===== config.mk =====
export PLATFORM = sky130hd
export DESIGN_NAME = ordered_list_insert_delete
export DESIGN_NICKNAME = d
export VERILOG_FILES = /design/src/hdl/olid_pkg.sv /design/src/hdl/ordered_list_insert_delete.sv /design/src/hdl/olid_cell.sv /design/src/hdl/olid_chain.sv
export VERILOG_INCLUDE_DIRS = /design/src /design/src/hdl
export SDC_FILE = /design/constraint.sdc
export NUM_CORES = 2
export LEC_CHECK = 0
export BUFFER_PORTS_ARGS = -buffer_cell sky130_fd_sc_hd__buf_2
export CORE_ASPECT_RATIO = 0.7
export CORE_MARGIN = 1.5
export CORE_UTILIZATION = 30
export CTS_CLUSTER_DIAMETER = 60
export CTS_CLUSTER_SIZE = 20
export DETAILED_ROUTE_END_ITERATION = 8
export PLACE_DENSITY = 0.56
export SYNTH_ARGS = -nofsm -noshare
export SYNTH_HDL_FRONTEND = slang
export SYNTH_HIERARCHICAL = 1
export SYNTH_SLANG_ARGS = --single-unit

===== constraint.sdc =====
create_clock -name aclk -period 15.68 [get_ports aclk]
set_input_delay 2.352 -clock aclk [delete_from_list [all_inputs] [get_ports aclk]]
set_output_delay 2.352 -clock aclk [all_outputs]
set_load 0.02 [all_outputs]

===== src/hdl/ordered_list_insert_delete_defines.svh =====
// ----------------------------------------------------------------------------
// Ordered list assertion macros
// Shared property wrappers for the ordered list block.
// ----------------------------------------------------------------------------
`ifndef ORDERED_LIST_INSERT_DELETE_DEFINES_SVH
`define ORDERED_LIST_INSERT_DELETE_DEFINES_SVH

// Same-cycle implication, disabled while reset is held
`define OLID_ASSERT_NOW(lbl, clk, rstn, ante, cons, msg) \
    lbl: assert property (@(posedge clk) disable iff (!(rstn)) (ante) |-> (cons)) \
        else $error(msg);

// Next-cycle implication, disabled while reset is held
`define OLID_ASSERT_NEXT(lbl, clk, rstn, ante, cons, msg) \
    lbl: assert property (@(posedge clk) disable iff (!(rstn)) (ante) |=> (cons)) \
        else $error(msg);

`endif


===== src/hdl/olid_pkg.sv =====
// ----------------------------------------------------------------------------
// Ordered list package
// Shared codes, types and defaults for the ordered list cell chain.
// ----------------------------------------------------------------------------
package olid_pkg;

    // default list capacity
    localparam int DEPTH_DEF = 16;
    localparam int VAL_W     = 32;

    // operation codes on the input tuser
    typedef enum logic [1:0] {
        OP_INSERT   = 2'd0,
        OP_DELETE   = 2'd1,
        OP_TRAVERSE = 2'd2
    } op_t;

    // status codes on the result tuser
    typedef enum logic [1:0] {
        STAT_OK        = 2'd0,
        STAT_FULL      = 2'd1,
        STAT_EMPTY     = 2'd2,
        STAT_NOT_FOUND = 2'd3
    } status_t;

    // command broadcast to every cell
    typedef enum logic [1:0] {
        CELL_HOLD   = 2'd0,
        CELL_INSERT = 2'd1,
        CELL_DELETE = 2'd2,
        CELL_ROTATE = 2'd3
    } cell_op_t;

    typedef struct packed {
        cell_op_t                 op;
        logic signed [VAL_W-1:0]  key;
    } cell_cmd_t;

    // controller states
    typedef enum logic {
        FSM_IDLE = 1'b0,
        FSM_TRAV = 1'b1
    } fsm_t;

endpackage


===== src/hdl/ordered_list_insert_delete.sv =====
// ----------------------------------------------------------------------------
// Ordered list with insert, delete and traverse
// Bounded ordered list of signed 32-bit values held in a chain of cells.
//
//   channel | dir | tdata          | tuser          | tlast
//   --------+-----+----------------+----------------+----------------------
//   s_      | in  | value [31:0]   | operation[1:0] | -
//   m_      | out | item_value     | status [1:0]   | last result of item
//
// Insert and delete update the whole chain in the transfer cycle and the
// status result is registered. A traverse emits one result per unstalled
// cycle, count results in all, by rotating the chain once round.
// The input is not ready while a traversal runs or a result waits unread.
// Reset clears the count and every cell's valid flag; no clearing pass.
// ----------------------------------------------------------------------------
module ordered_list_insert_delete #(
    parameter int DEPTH = olid_pkg::DEPTH_DEF
) (
    input  logic                              aclk,
    input  logic                              aresetn,
    input  logic                              s_tvalid,
    output logic                              s_tready,
    input  logic signed [olid_pkg::VAL_W-1:0] s_tdata,   // [31:0] value
    input  logic [1:0]                        s_tuser,   // [1:0] operation
    output logic                              m_tvalid,
    input  logic                              m_tready,
    output logic signed [olid_pkg::VAL_W-1:0] m_tdata,   // [31:0] item_value
    output logic [1:0]                        m_tuser,   // [1:0] status
    output logic                              m_tlast
);
    import olid_pkg::*;

    `include "ordered_list_insert_delete_defines.svh"

    localparam int CNT_W = $clog2(DEPTH + 1);

    fsm_t                    state_reg, state_next;
    logic [CNT_W-1:0]        count_reg, count_next;
    logic [CNT_W-1:0]        remain_reg, remain_next;
    logic                    m_valid_reg, m_valid_next;
    logic signed [VAL_W-1:0] m_data_reg, m_data_next;
    status_t                 m_status_reg, m_status_next;
    logic                    m_last_reg, m_last_next;

    cell_cmd_t               cmd;
    logic [DEPTH-1:0]        valid_vec;
    logic signed [VAL_W-1:0] head_value;
    logic                    found;

    logic out_free, s_acc, trav_step, is_full, is_empty;
    op_t  op;

    assign op        = op_t'(s_tuser);
    assign out_free  = !m_valid_reg || m_tready;
    assign s_tready  = (state_reg == FSM_IDLE) && out_free;
    assign s_acc     = s_tvalid && s_tready;
    assign trav_step = (state_reg == FSM_TRAV) && out_free;
    assign is_full   = (count_reg == CNT_W'(DEPTH));
    assign is_empty  = (count_reg == '0);

    // cell chain
    olid_chain #(
        .DEPTH (DEPTH)
    ) u_chain (
        .aclk       (aclk),
        .aresetn    (aresetn),
        .cmd        (cmd),
        .valid_vec  (valid_vec),
        .head_value (head_value),
        .found      (found)
    );

    // next state, count and traversal counter
    always_comb begin
        state_next  = state_reg;
        count_next  = count_reg;
        remain_next = remain_reg;
        case (state_reg)
            FSM_IDLE: begin
                if (s_acc) begin
                    case (op)
                        OP_INSERT: begin
                            if (!is_full) count_next = count_reg + CNT_W'(1);
                        end
                        OP_DELETE: begin
                            if (!is_empty && found) count_next = count_reg - CNT_W'(1);
                        end
                        OP_TRAVERSE: begin
                            if (!is_empty) begin
                                state_next  = FSM_TRAV;
                                remain_next = count_reg;
                            end
                        end
                        default: begin
                        end
                    endcase
                end
            end
            FSM_TRAV: begin
                if (trav_step) begin
                    remain_next = remain_reg - CNT_W'(1);
                    if (remain_reg == CNT_W'(1)) state_next = FSM_IDLE;
                end
            end
            default: state_next = FSM_IDLE;
        endcase
    end

    // chain command and result register load
    always_comb begin
        cmd.op        = CELL_HOLD;
        cmd.key       = s_tdata;
        m_data_next   = m_data_reg;
        m_status_next = m_status_reg;
        m_last_next   = m_last_reg;
        m_valid_next  = m_valid_reg && !m_tready;
        if (s_acc) begin
            case (op)
                OP_INSERT: begin
                    m_valid_next  = 1'b1;
                    m_data_next   = '0;
                    m_last_next   = 1'b1;
                    m_status_next = is_full ? STAT_FULL : STAT_OK;
                    if (!is_full) cmd.op = CELL_INSERT;
                end
                OP_DELETE: begin
                    m_valid_next = 1'b1;
                    m_data_next  = '0;
                    m_last_next  = 1'b1;
                    if (is_empty) begin
                        m_status_next = STAT_EMPTY;
                    end else begin
                        cmd.op        = CELL_DELETE;
                        m_status_next = found ? STAT_OK : STAT_NOT_FOUND;
                    end
                end
                OP_TRAVERSE: begin
                    if (is_empty) begin
                        m_valid_next  = 1'b1;
                        m_data_next   = '0;
                        m_last_next   = 1'b1;
                        m_status_next = STAT_EMPTY;
                    end
                end
                default: begin
                end
            endcase
        end else if (trav_step) begin
            // emit the head and rotate it round to the tail
            cmd.op        = CELL_ROTATE;
            m_valid_next  = 1'b1;
            m_data_next   = head_value;
            m_status_next = STAT_OK;
            m_last_next   = (remain_reg == CNT_W'(1));
        end
    end

    // control registers
    always_ff @(posedge aclk) begin
        if (!aresetn) begin
            state_reg   <= FSM_IDLE;
            count_reg   <= '0;
            remain_reg  <= '0;
            m_valid_reg <= 1'b0;
        end else begin
            state_reg   <= state_next;
            count_reg   <= count_next;
            remain_reg  <= remain_next;
            m_valid_reg <= m_valid_next;
        end
    end

    // result payload
    always_ff @(posedge aclk) begin
        m_data_reg   <= m_data_next;
        m_status_reg <= m_status_next;
        m_last_reg   <= m_last_next;
    end

    assign m_tvalid = m_valid_reg;
    assign m_tdata  = m_data_reg;
    assign m_tuser  = m_status_reg;
    assign m_tlast  = m_last_reg;

    // checks
    `OLID_ASSERT_NOW(a_count_match, aclk, aresetn, 1'b1, $countones(valid_vec) == int'(count_reg), "valid flags disagree with count")
    `OLID_ASSERT_NOW(a_valid_prefix, aclk, aresetn, 1'b1, (valid_vec & (valid_vec + DEPTH'(1))) == '0, "valid cells not contiguous from head")
    `OLID_ASSERT_NOW(a_count_range, aclk, aresetn, 1'b1, int'(count_reg) <= DEPTH, "count beyond capacity")
    `OLID_ASSERT_NEXT(a_trav_end, aclk, aresetn, trav_step && (remain_reg == CNT_W'(1)), (state_reg == FSM_IDLE) && m_tvalid && m_tlast, "traversal did not end on last")

endmodule


===== src/hdl/olid_cell.sv =====
// ----------------------------------------------------------------------------
// Ordered list cell
// One list slot: holds a value and a valid flag, takes from its right
// neighbour on a delete or rotate, and passes the first-match flag on.
// ----------------------------------------------------------------------------
module olid_cell (
    input  logic                              aclk,
    input  logic                              aresetn,
    input  olid_pkg::cell_cmd_t               cmd,
    input  logic signed [olid_pkg::VAL_W-1:0] head_value,
    input  logic                              left_valid,
    input  logic                              left_hit,
    input  logic                              right_valid,
    input  logic signed [olid_pkg::VAL_W-1:0] right_value,
    output logic                              valid,
    output logic signed [olid_pkg::VAL_W-1:0] value,
    output logic                              hit
);
    import olid_pkg::*;

    logic                    valid_reg, valid_next;
    logic signed [VAL_W-1:0] value_reg, value_next;
    logic                    match;

    // first match so far, counted from the head
    assign match = valid_reg && (value_reg == cmd.key);
    assign hit   = left_hit || match;

    // slot update
    always_comb begin
        valid_next = valid_reg;
        value_next = value_reg;
        case (cmd.op)
            CELL_INSERT: begin
                if (!valid_reg && left_valid) begin
                    valid_next = 1'b1;
                    value_next = cmd.key;
                end
            end
            CELL_DELETE: begin
                if (hit) begin
                    valid_next = right_valid;
                    value_next = right_value;
                end
            end
            CELL_ROTATE: begin
                // tail slot takes the head, the rest shift towards the head
                if (valid_reg) begin
                    value_next = right_valid ? right_value : head_value;
                end
            end
            default: begin
            end
        endcase
    end

    always_ff @(posedge aclk) begin
        if (!aresetn) begin
            valid_reg <= 1'b0;
        end else begin
            valid_reg <= valid_next;
        end
    end

    always_ff @(posedge aclk) begin
        value_reg <= value_next;
    end

    assign valid = valid_reg;
    assign value = value_reg;

endmodule


===== src/hdl/olid_chain.sv =====
// ----------------------------------------------------------------------------
// Ordered list cell chain
// A row of DEPTH cells, head at cell 0, wired to their neighbours.
// ----------------------------------------------------------------------------
module olid_chain #(
    parameter int DEPTH = olid_pkg::DEPTH_DEF
) (
    input  logic                              aclk,
    input  logic                              aresetn,
    input  olid_pkg::cell_cmd_t               cmd,
    output logic [DEPTH-1:0]                  valid_vec,
    output logic signed [olid_pkg::VAL_W-1:0] head_value,
    output logic                              found
);
    import olid_pkg::*;

    // valid flags with a fixed head guard (1) and tail guard (0)
    logic [DEPTH+1:0]        vld_ext;
    logic [DEPTH:0]          hit_w;
    logic signed [VAL_W-1:0] val_w [DEPTH+1];

    assign vld_ext[0]       = 1'b1;
    assign vld_ext[DEPTH+1] = 1'b0;
    assign hit_w[0]         = 1'b0;
    assign val_w[DEPTH]     = '0;

    for (genvar i = 0; i < DEPTH; i++) begin : g_cell
        olid_cell u_cell (
            .aclk        (aclk),
            .aresetn     (aresetn),
            .cmd         (cmd),
            .head_value  (val_w[0]),
            .left_valid  (vld_ext[i]),
            .left_hit    (hit_w[i]),
            .right_valid (vld_ext[i+2]),
            .right_value (val_w[i+1]),
            .valid       (vld_ext[i+1]),
            .value       (val_w[i]),
            .hit         (hit_w[i+1])
        );
    end

    assign valid_vec  = vld_ext[DEPTH:1];
    assign head_value = val_w[0];
    assign found      = hit_w[DEPTH];

endmodule


* After elaboration in Yosys (flattened, before gate mapping)
Index checks and enable logic that the tools add are counted.
** Word-level totals
- Flip-flop bits (word level) :: 575
- Input port bits :: 38
- Output and inout bits :: 37
- Word-level logic and storage cells :: 400
** Operators by class
- Add/sub/neg operators :: 3
- Equal/unequal tests :: 80
- Mux-type cells :: 164
- Bitwise operators :: 1
- Reduce and logical (&&, ||, !) cells :: 113
** Operator list (count)
- $mux 32 :: 66
- $pmux 32 s3 :: 16
- $eq 32x32->1 :: 16
- $ne 2x2->1 const B :: 52
- $pmux 32 s2 :: 1
- $reduce_and 4->1 :: 16
- $reduce_and 3->1 :: 17
- $mux 1 :: 44
- $pmux 1 s2 :: 19
- $logic_and 1x1->1 :: 36
- $mux 5 :: 6
- $pmux 5 s2 :: 2
- $logic_not 1->1 :: 18
- $logic_or 1x1->1 :: 16
- $mux 2 :: 8
- $reduce_and 5->1 :: 2
- $sub 5x1->5 const B :: 2
- $eq 2x2->1 const B :: 3
- $pmux 2 s3 :: 1
- $reduce_bool 2->1 :: 3
- $add 5x1->5 const B :: 1
- $eq 5x1->1 const B :: 1
- $eq 5x5->1 const B :: 1
- $logic_not 5->1 :: 1
- other kinds (11) :: 13

* Logic depth before layout (Yosys ltp)
- Depth in word-level cells :: 21
- Mapped depth :: 39
- Mapped depth without buffers :: 39

* Cells and area by module
Netlist, hierarchy kept.
** Modules (own cells, without submodules)
- olid_cell (u_chain.g_cell[12].u_cell ...) :: times used 13, cells each 241, area an instance 2366.0 um^2
- olid_cell (u_chain.g_cell[10].u_cell ...) :: times used 2, cells each 243, area an instance 2368.5 um^2
- olid_cell (u_chain.g_cell[0].u_cell) :: times used 1, cells each 241, area an instance 2374.8 um^2
- ordered_list_insert_delete :: times used 1, cells each 189, area an instance 2223.4 um^2
- olid_chain :: times used 1, cells each 2, area an instance 7.5 um^2

* Worst setup path after synthesis
Ideal clock, no wire load.
- Path kind :: input -> register
- Start point :: input s_tuser[1]
- End point :: register u_chain.g_cell[12].u_cell.value_reg[0], enable pin
- Setup time :: 432 ps
- Data arrival time :: 7320 ps
- Data required time :: 15248 ps
- Slack :: 7928 ps
- Cell stages on the path :: 11
- Buffers on the path :: 2
- Cells stage by stage :: inv_1 > ha_1 > clkbuf_1 > nand3_1 > a21oi_1 > ha_1 > clkbuf_1 > nand2_1 > nor2_1 > a21oi_1 > a21oi_1
** RTL lines
- from (decl) :: RTL line ordered_list_insert_delete.sv:24 : input logic [1:0] s_tuser,
- to (signal assigned) :: RTL line olid_cell.sv:66 : value_reg <= value_next;
- to (decl) :: RTL line olid_cell.sv:22 : logic signed [VAL_W-1:0] value_reg, value_next;

* Worst setup path in the final report
- Start point :: input s_tdata[14] in the netlist's numbering
- End point :: register u_chain.g_cell[15].u_cell.value_reg[10], enable pin
** On the way
- Word-level cells in the longest chain between the ends :: 19
** RTL lines
- from (decl) :: RTL line ordered_list_insert_delete.sv:23 : input logic signed [olid_pkg::VAL_W-1:0] s_tdata,
- $eq 32x32->1 :: RTL line olid_cell.sv:26 : assign match = valid_reg && (value_reg == cmd.key);
- $logic_and 1x1->1 :: RTL line olid_cell.sv:26
- $logic_or 1x1->1 :: RTL line olid_cell.sv:27 : assign hit = left_hit || match;
- $logic_or 1x1->1 * :: RTL line olid_cell.sv:27
- via u_chain.hit_w[3] :: RTL line olid_chain.sv:19 : logic [DEPTH:0] hit_w;
- $logic_or 1x1->1 * :: RTL line olid_cell.sv:27
- via u_chain.hit_w[4] :: RTL line olid_chain.sv:19
- $logic_or 1x1->1 * :: RTL line olid_cell.sv:27
- via u_chain.hit_w[5] :: RTL line olid_chain.sv:19
- [1 not listed]
- via u_chain.hit_w[6] :: RTL line olid_chain.sv:19
- [1 not listed]
- via u_chain.hit_w[7] :: RTL line olid_chain.sv:19
- [1 not listed]
- via u_chain.hit_w[8] :: RTL line olid_chain.sv:19
- [1 not listed]
- via u_chain.hit_w[9] :: RTL line olid_chain.sv:19
- [1 not listed]
- via u_chain.hit_w[10] :: RTL line olid_chain.sv:19
- [1 not listed]
- via u_chain.hit_w[11] :: RTL line olid_chain.sv:19
- [1 not listed]
- via u_chain.hit_w[12] :: RTL line olid_chain.sv:19
- [1 not listed]
- via u_chain.hit_w[13] :: RTL line olid_chain.sv:19
- $logic_or 1x1->1 * :: RTL line olid_cell.sv:27
- via u_chain.hit_w[14] :: RTL line olid_chain.sv:19
- $logic_or 1x1->1 * :: RTL line olid_cell.sv:27
- via u_chain.hit_w[15] :: RTL line olid_chain.sv:19
- $logic_or 1x1->1 * :: RTL line olid_cell.sv:27
- $ne 2x2->1 (no line) *
- $reduce_and 4->1 (no line) *
- to (signal assigned) :: RTL line olid_cell.sv:66
- to (decl) :: RTL line olid_cell.sv:22
Mark *: on every way through the listed nets, which the timed path passes. The rest lies on a longest branch.
A chain may end at the register's enable or synchronous reset.

==> results.sh <==
export IMPL_grt_pass1_wl_um=224000
export IMPL_clockBufferDepth=3
export IMPL_tritoncts="done"
export IMPL_fin_nets=4226
export IMPL_largest_reg_flops=512
export IMPL_synthDistinctLibCells=54
export IMPL_arrival_ns=8.30
export IMPL_postCtsHoldBufs=0
export IMPL_max_slew_margin_pct=12.6
export IMPL_first_global_vias=30377
export IMPL_grt_overflow_total=0
export IMPL_synth_top_family_by_area="simple AND/OR/NAND/NOR gates"
export IMPL_wl_met1_um=73600
export IMPL_track_usage_pct=22.3
export IMPL_syn2layout_area_growth_pct=12.0
export IMPL_num_rows=112
export IMPL_gp_congestion=0.885
export IMPL_highest_layer="met5"
export IMPL_synthAdderAreaFrac_pct=1.83
export IMPL_clk_pin_slew_worst_paths_ns=0.09
export IMPL_crit_top_cell="nand2_1"
export IMPL_synthArstFlopShare_pct=0
export IMPL_maxClockFrequency_ghz=0.124
export IMPL_synthFlopType="edfxtp_1"
export IMPL_synth_compound_area_share_pct=12.0
export IMPL_initial_core_util_pct=30.2
export IMPL_static_leakage_power_nw=16.3
export IMPL_wl_met2_um=58700
export IMPL_cts_sinks=575
export IMPL_place_area_um2=43200
export IMPL_seq_area_frac_synth_pct=42.4
export IMPL_final_hold_violation_count=0
export IMPL_synth_mux_area_share_pct=14.4
export IMPL_die_area_um2=136000
export IMPL_crit_fanout=32
export IMPL_utilization_pct=33.8
export IMPL_drive_gt1_share_pct=20.9
export IMPL_met3WireLength_um=21100
export IMPL_dp_hpwl_um=98300
export IMPL_ys_warn_count=6
export IMPL_hold_class="reg -> reg"
export IMPL_cts_root_buf="clkbuf_16"
export IMPL_synthCells=4051
export IMPL_ant_nets=0
export IMPL_power_density_nw_per_um2=108
export IMPL_setup_viol=0
export IMPL_finClkSkew_ns=0.0403
export IMPL_io_pins=75
export IMPL_cap_viol_max_count=0
export IMPL_nFillCells=13304
export IMPL_critical_path_class="in -> reg"
export IMPL_cts_buffers=48
export IMPL_rsz0062_at_grt="false"
export IMPL_period_share_pct=51.4
export IMPL_regArea_um2=17000
export IMPL_synth_xor_area_share_pct=11.1
export IMPL_clk_latency_ns=0.66
export IMPL_fp_dieW_um=440
export IMPL_post_cts_buffers=0
export IMPL_port_buffers=74
export IMPL_htreeDepth=2
export IMPL_vdd_drop_max_mv=0.0810
export IMPL_multi_input_area_um2=22300
export IMPL_status="finished clean"
export IMPL_critical_path_endpoint_type="flop"
export IMPL_finalSetupTns_ns=0
export IMPL_grt_max_degree=39
export IMPL_vias=33509
export IMPL_wl_um=157000
export IMPL_required_ns=15.92
export IMPL_drc_errors=0
export IMPL_slowest_delay_ns=0.89
export IMPL_syn_area_um2=40100
export IMPL_final_max_slew_violation_count=0
export IMPL_period_minus_slack_ns=8.06
export IMPL_avgSynthCellArea_um2=9.90
export IMPL_viasPerCell=5.64
export IMPL_design_core_area_um2=133000
export IMPL_dr_pass1_iters=6
export IMPL_cp_slowest_cell="a21oi_4"
export IMPL_ys_seq_elements=575
export IMPL_synth_edf_count=547
export IMPL_cts_resized=0
export IMPL_final_area_um2=44900
export IMPL_fin_ws_ns=7.62
export IMPL_synthSimpleGateAreaFrac_pct=14.8
export IMPL_cp_start_kind="input pin"
export IMPL_die_h_um=309
export IMPL_drt_iter0_markers=4984
export IMPL_wire_per_inst_um=26.4
export IMPL_antenna_found_initial=15
export IMPL_dpl_worst_slack_ns=7.21
export IMPL_worstMarginPinSlew_ns=1.31
## layout by cell type (no fill, tap or decap), types with 12 or more instances in the layout
master,count
inv_6,12
xor2_1,116
nor4_1,47
inv_1,77
buf_2,74
nor2_1,54
buf_4,136
o21ai_0,24
and2_1,30
clkbuf_16,49
mux2_2,512
a22oi_1,514
o21a_1,17
ha_1,55
a211oi_1,15
nor2b_1,22
nand2_1,1078
nand4_1,99
a21oi_4,17
conb_1,69
o221a_2,16
dfxtp_1,28
nor3_1,19
nand3b_1,16
xnor2_1,394
a21oi_1,26
edfxtp_1,547
nand3_1,21
## stage by stage
| step | std cells | total power (W) | hold slack [ns] |
|---|---|---|---|
| finish | 5941 | 0.00485 | 0.547 |
| global route | 5937 | 0.00501 | 0.585 |
| CTS | 5935 | 0.00482 | 0.557 |
| detailed placement | 5847 | 0.00345 | 0.545 |
| global placement | 5847 | 0.00344 | 0.540 |
| floorplan | 4118 | 0.00296 | 0.473 |
## cells in the mapped netlist (28+ instances only)
cell	count	share of area [%]
edfxtp_1	547	41
clkbuf_1	103	0.96
inv_1	77	0.72
nand4_1	99	1.5
xor2_1	116	2.5
ha_1	57	1.8
a21oi_1	44	0.55
nor4_1	47	0.73
a22oi_1	514	9.6
buf_1	48	0.45
mux2_2	512	14
buf_2	96	1.2
nor2_1	71	0.66
and2_1	30	0.47
dfxtp_1	28	1.4
nand2_1	1078	10
xnor2_1	394	8.6
## cell type report
type / instances / area share (%)
clock buffers: 50 / 2.74
repair buffers: 210 / 3.10
multi-input cells: 3216 / 49.7
clock inverters: 38 / 1.02
flip-flops and latches: 575 / 37.8
well taps: 1767 / 4.92
inverters: 79 / 0.660
diodes: 6 / 0.0334
## per-layer routing
| metal | vias up | GRT usage, % |
|---|---|---|
| li1 | 14774 | - |
| met1 | 16516 | 35.0 |
| met2 | 2016 | 28.7 |
| met3 | 195 | 7.30 |
| met4 | 8 | 4.96 |
| met5 | - | 0 |
## worst paths after layout
kind                                      startpoint  cells after the start                             endpoint  slack (ns)
setup / recovery                         s_tdata[14]                     33  u_chain/g_cell[15].u_cell/value[10]        7.62
hold / removal                          count_reg[3]                      2                         count_reg[3]        0.55
setup reg to reg  u_chain/g_cell[0].u_cell/value[21]                     36  u_chain/g_cell[15].u_cell/value[10]        8.94
hold reg to reg                         count_reg[3]                      2                         count_reg[3]        0.55
## worst max-delay path, delay by kind of cell
kind,cells,cell delay [ns]
compound gates,1,0.89
buf+inv,14,1.89
simple gates,17,2.92
xor+xnor,1,0.20
## where the power goes
group / internal (W) / switching (W)
combinational: 0.000526 / 0.000817
sequential: 0.00194 / 0.000191
clock: 0.000683 / 0.000693
## logic make-up (layout without fill, tap and decap cells)
family          count (synthesis)  after routing
simple gates                 1413           1413
compound gates                652            652
fa+ha+maj                      58             58
xor+xnor                      510            510
buf+inv                       327            377
other cells                     2             75
flops                         575            575
mux                           514            514
Note: power is estimated with default switching activity, not from simulation.
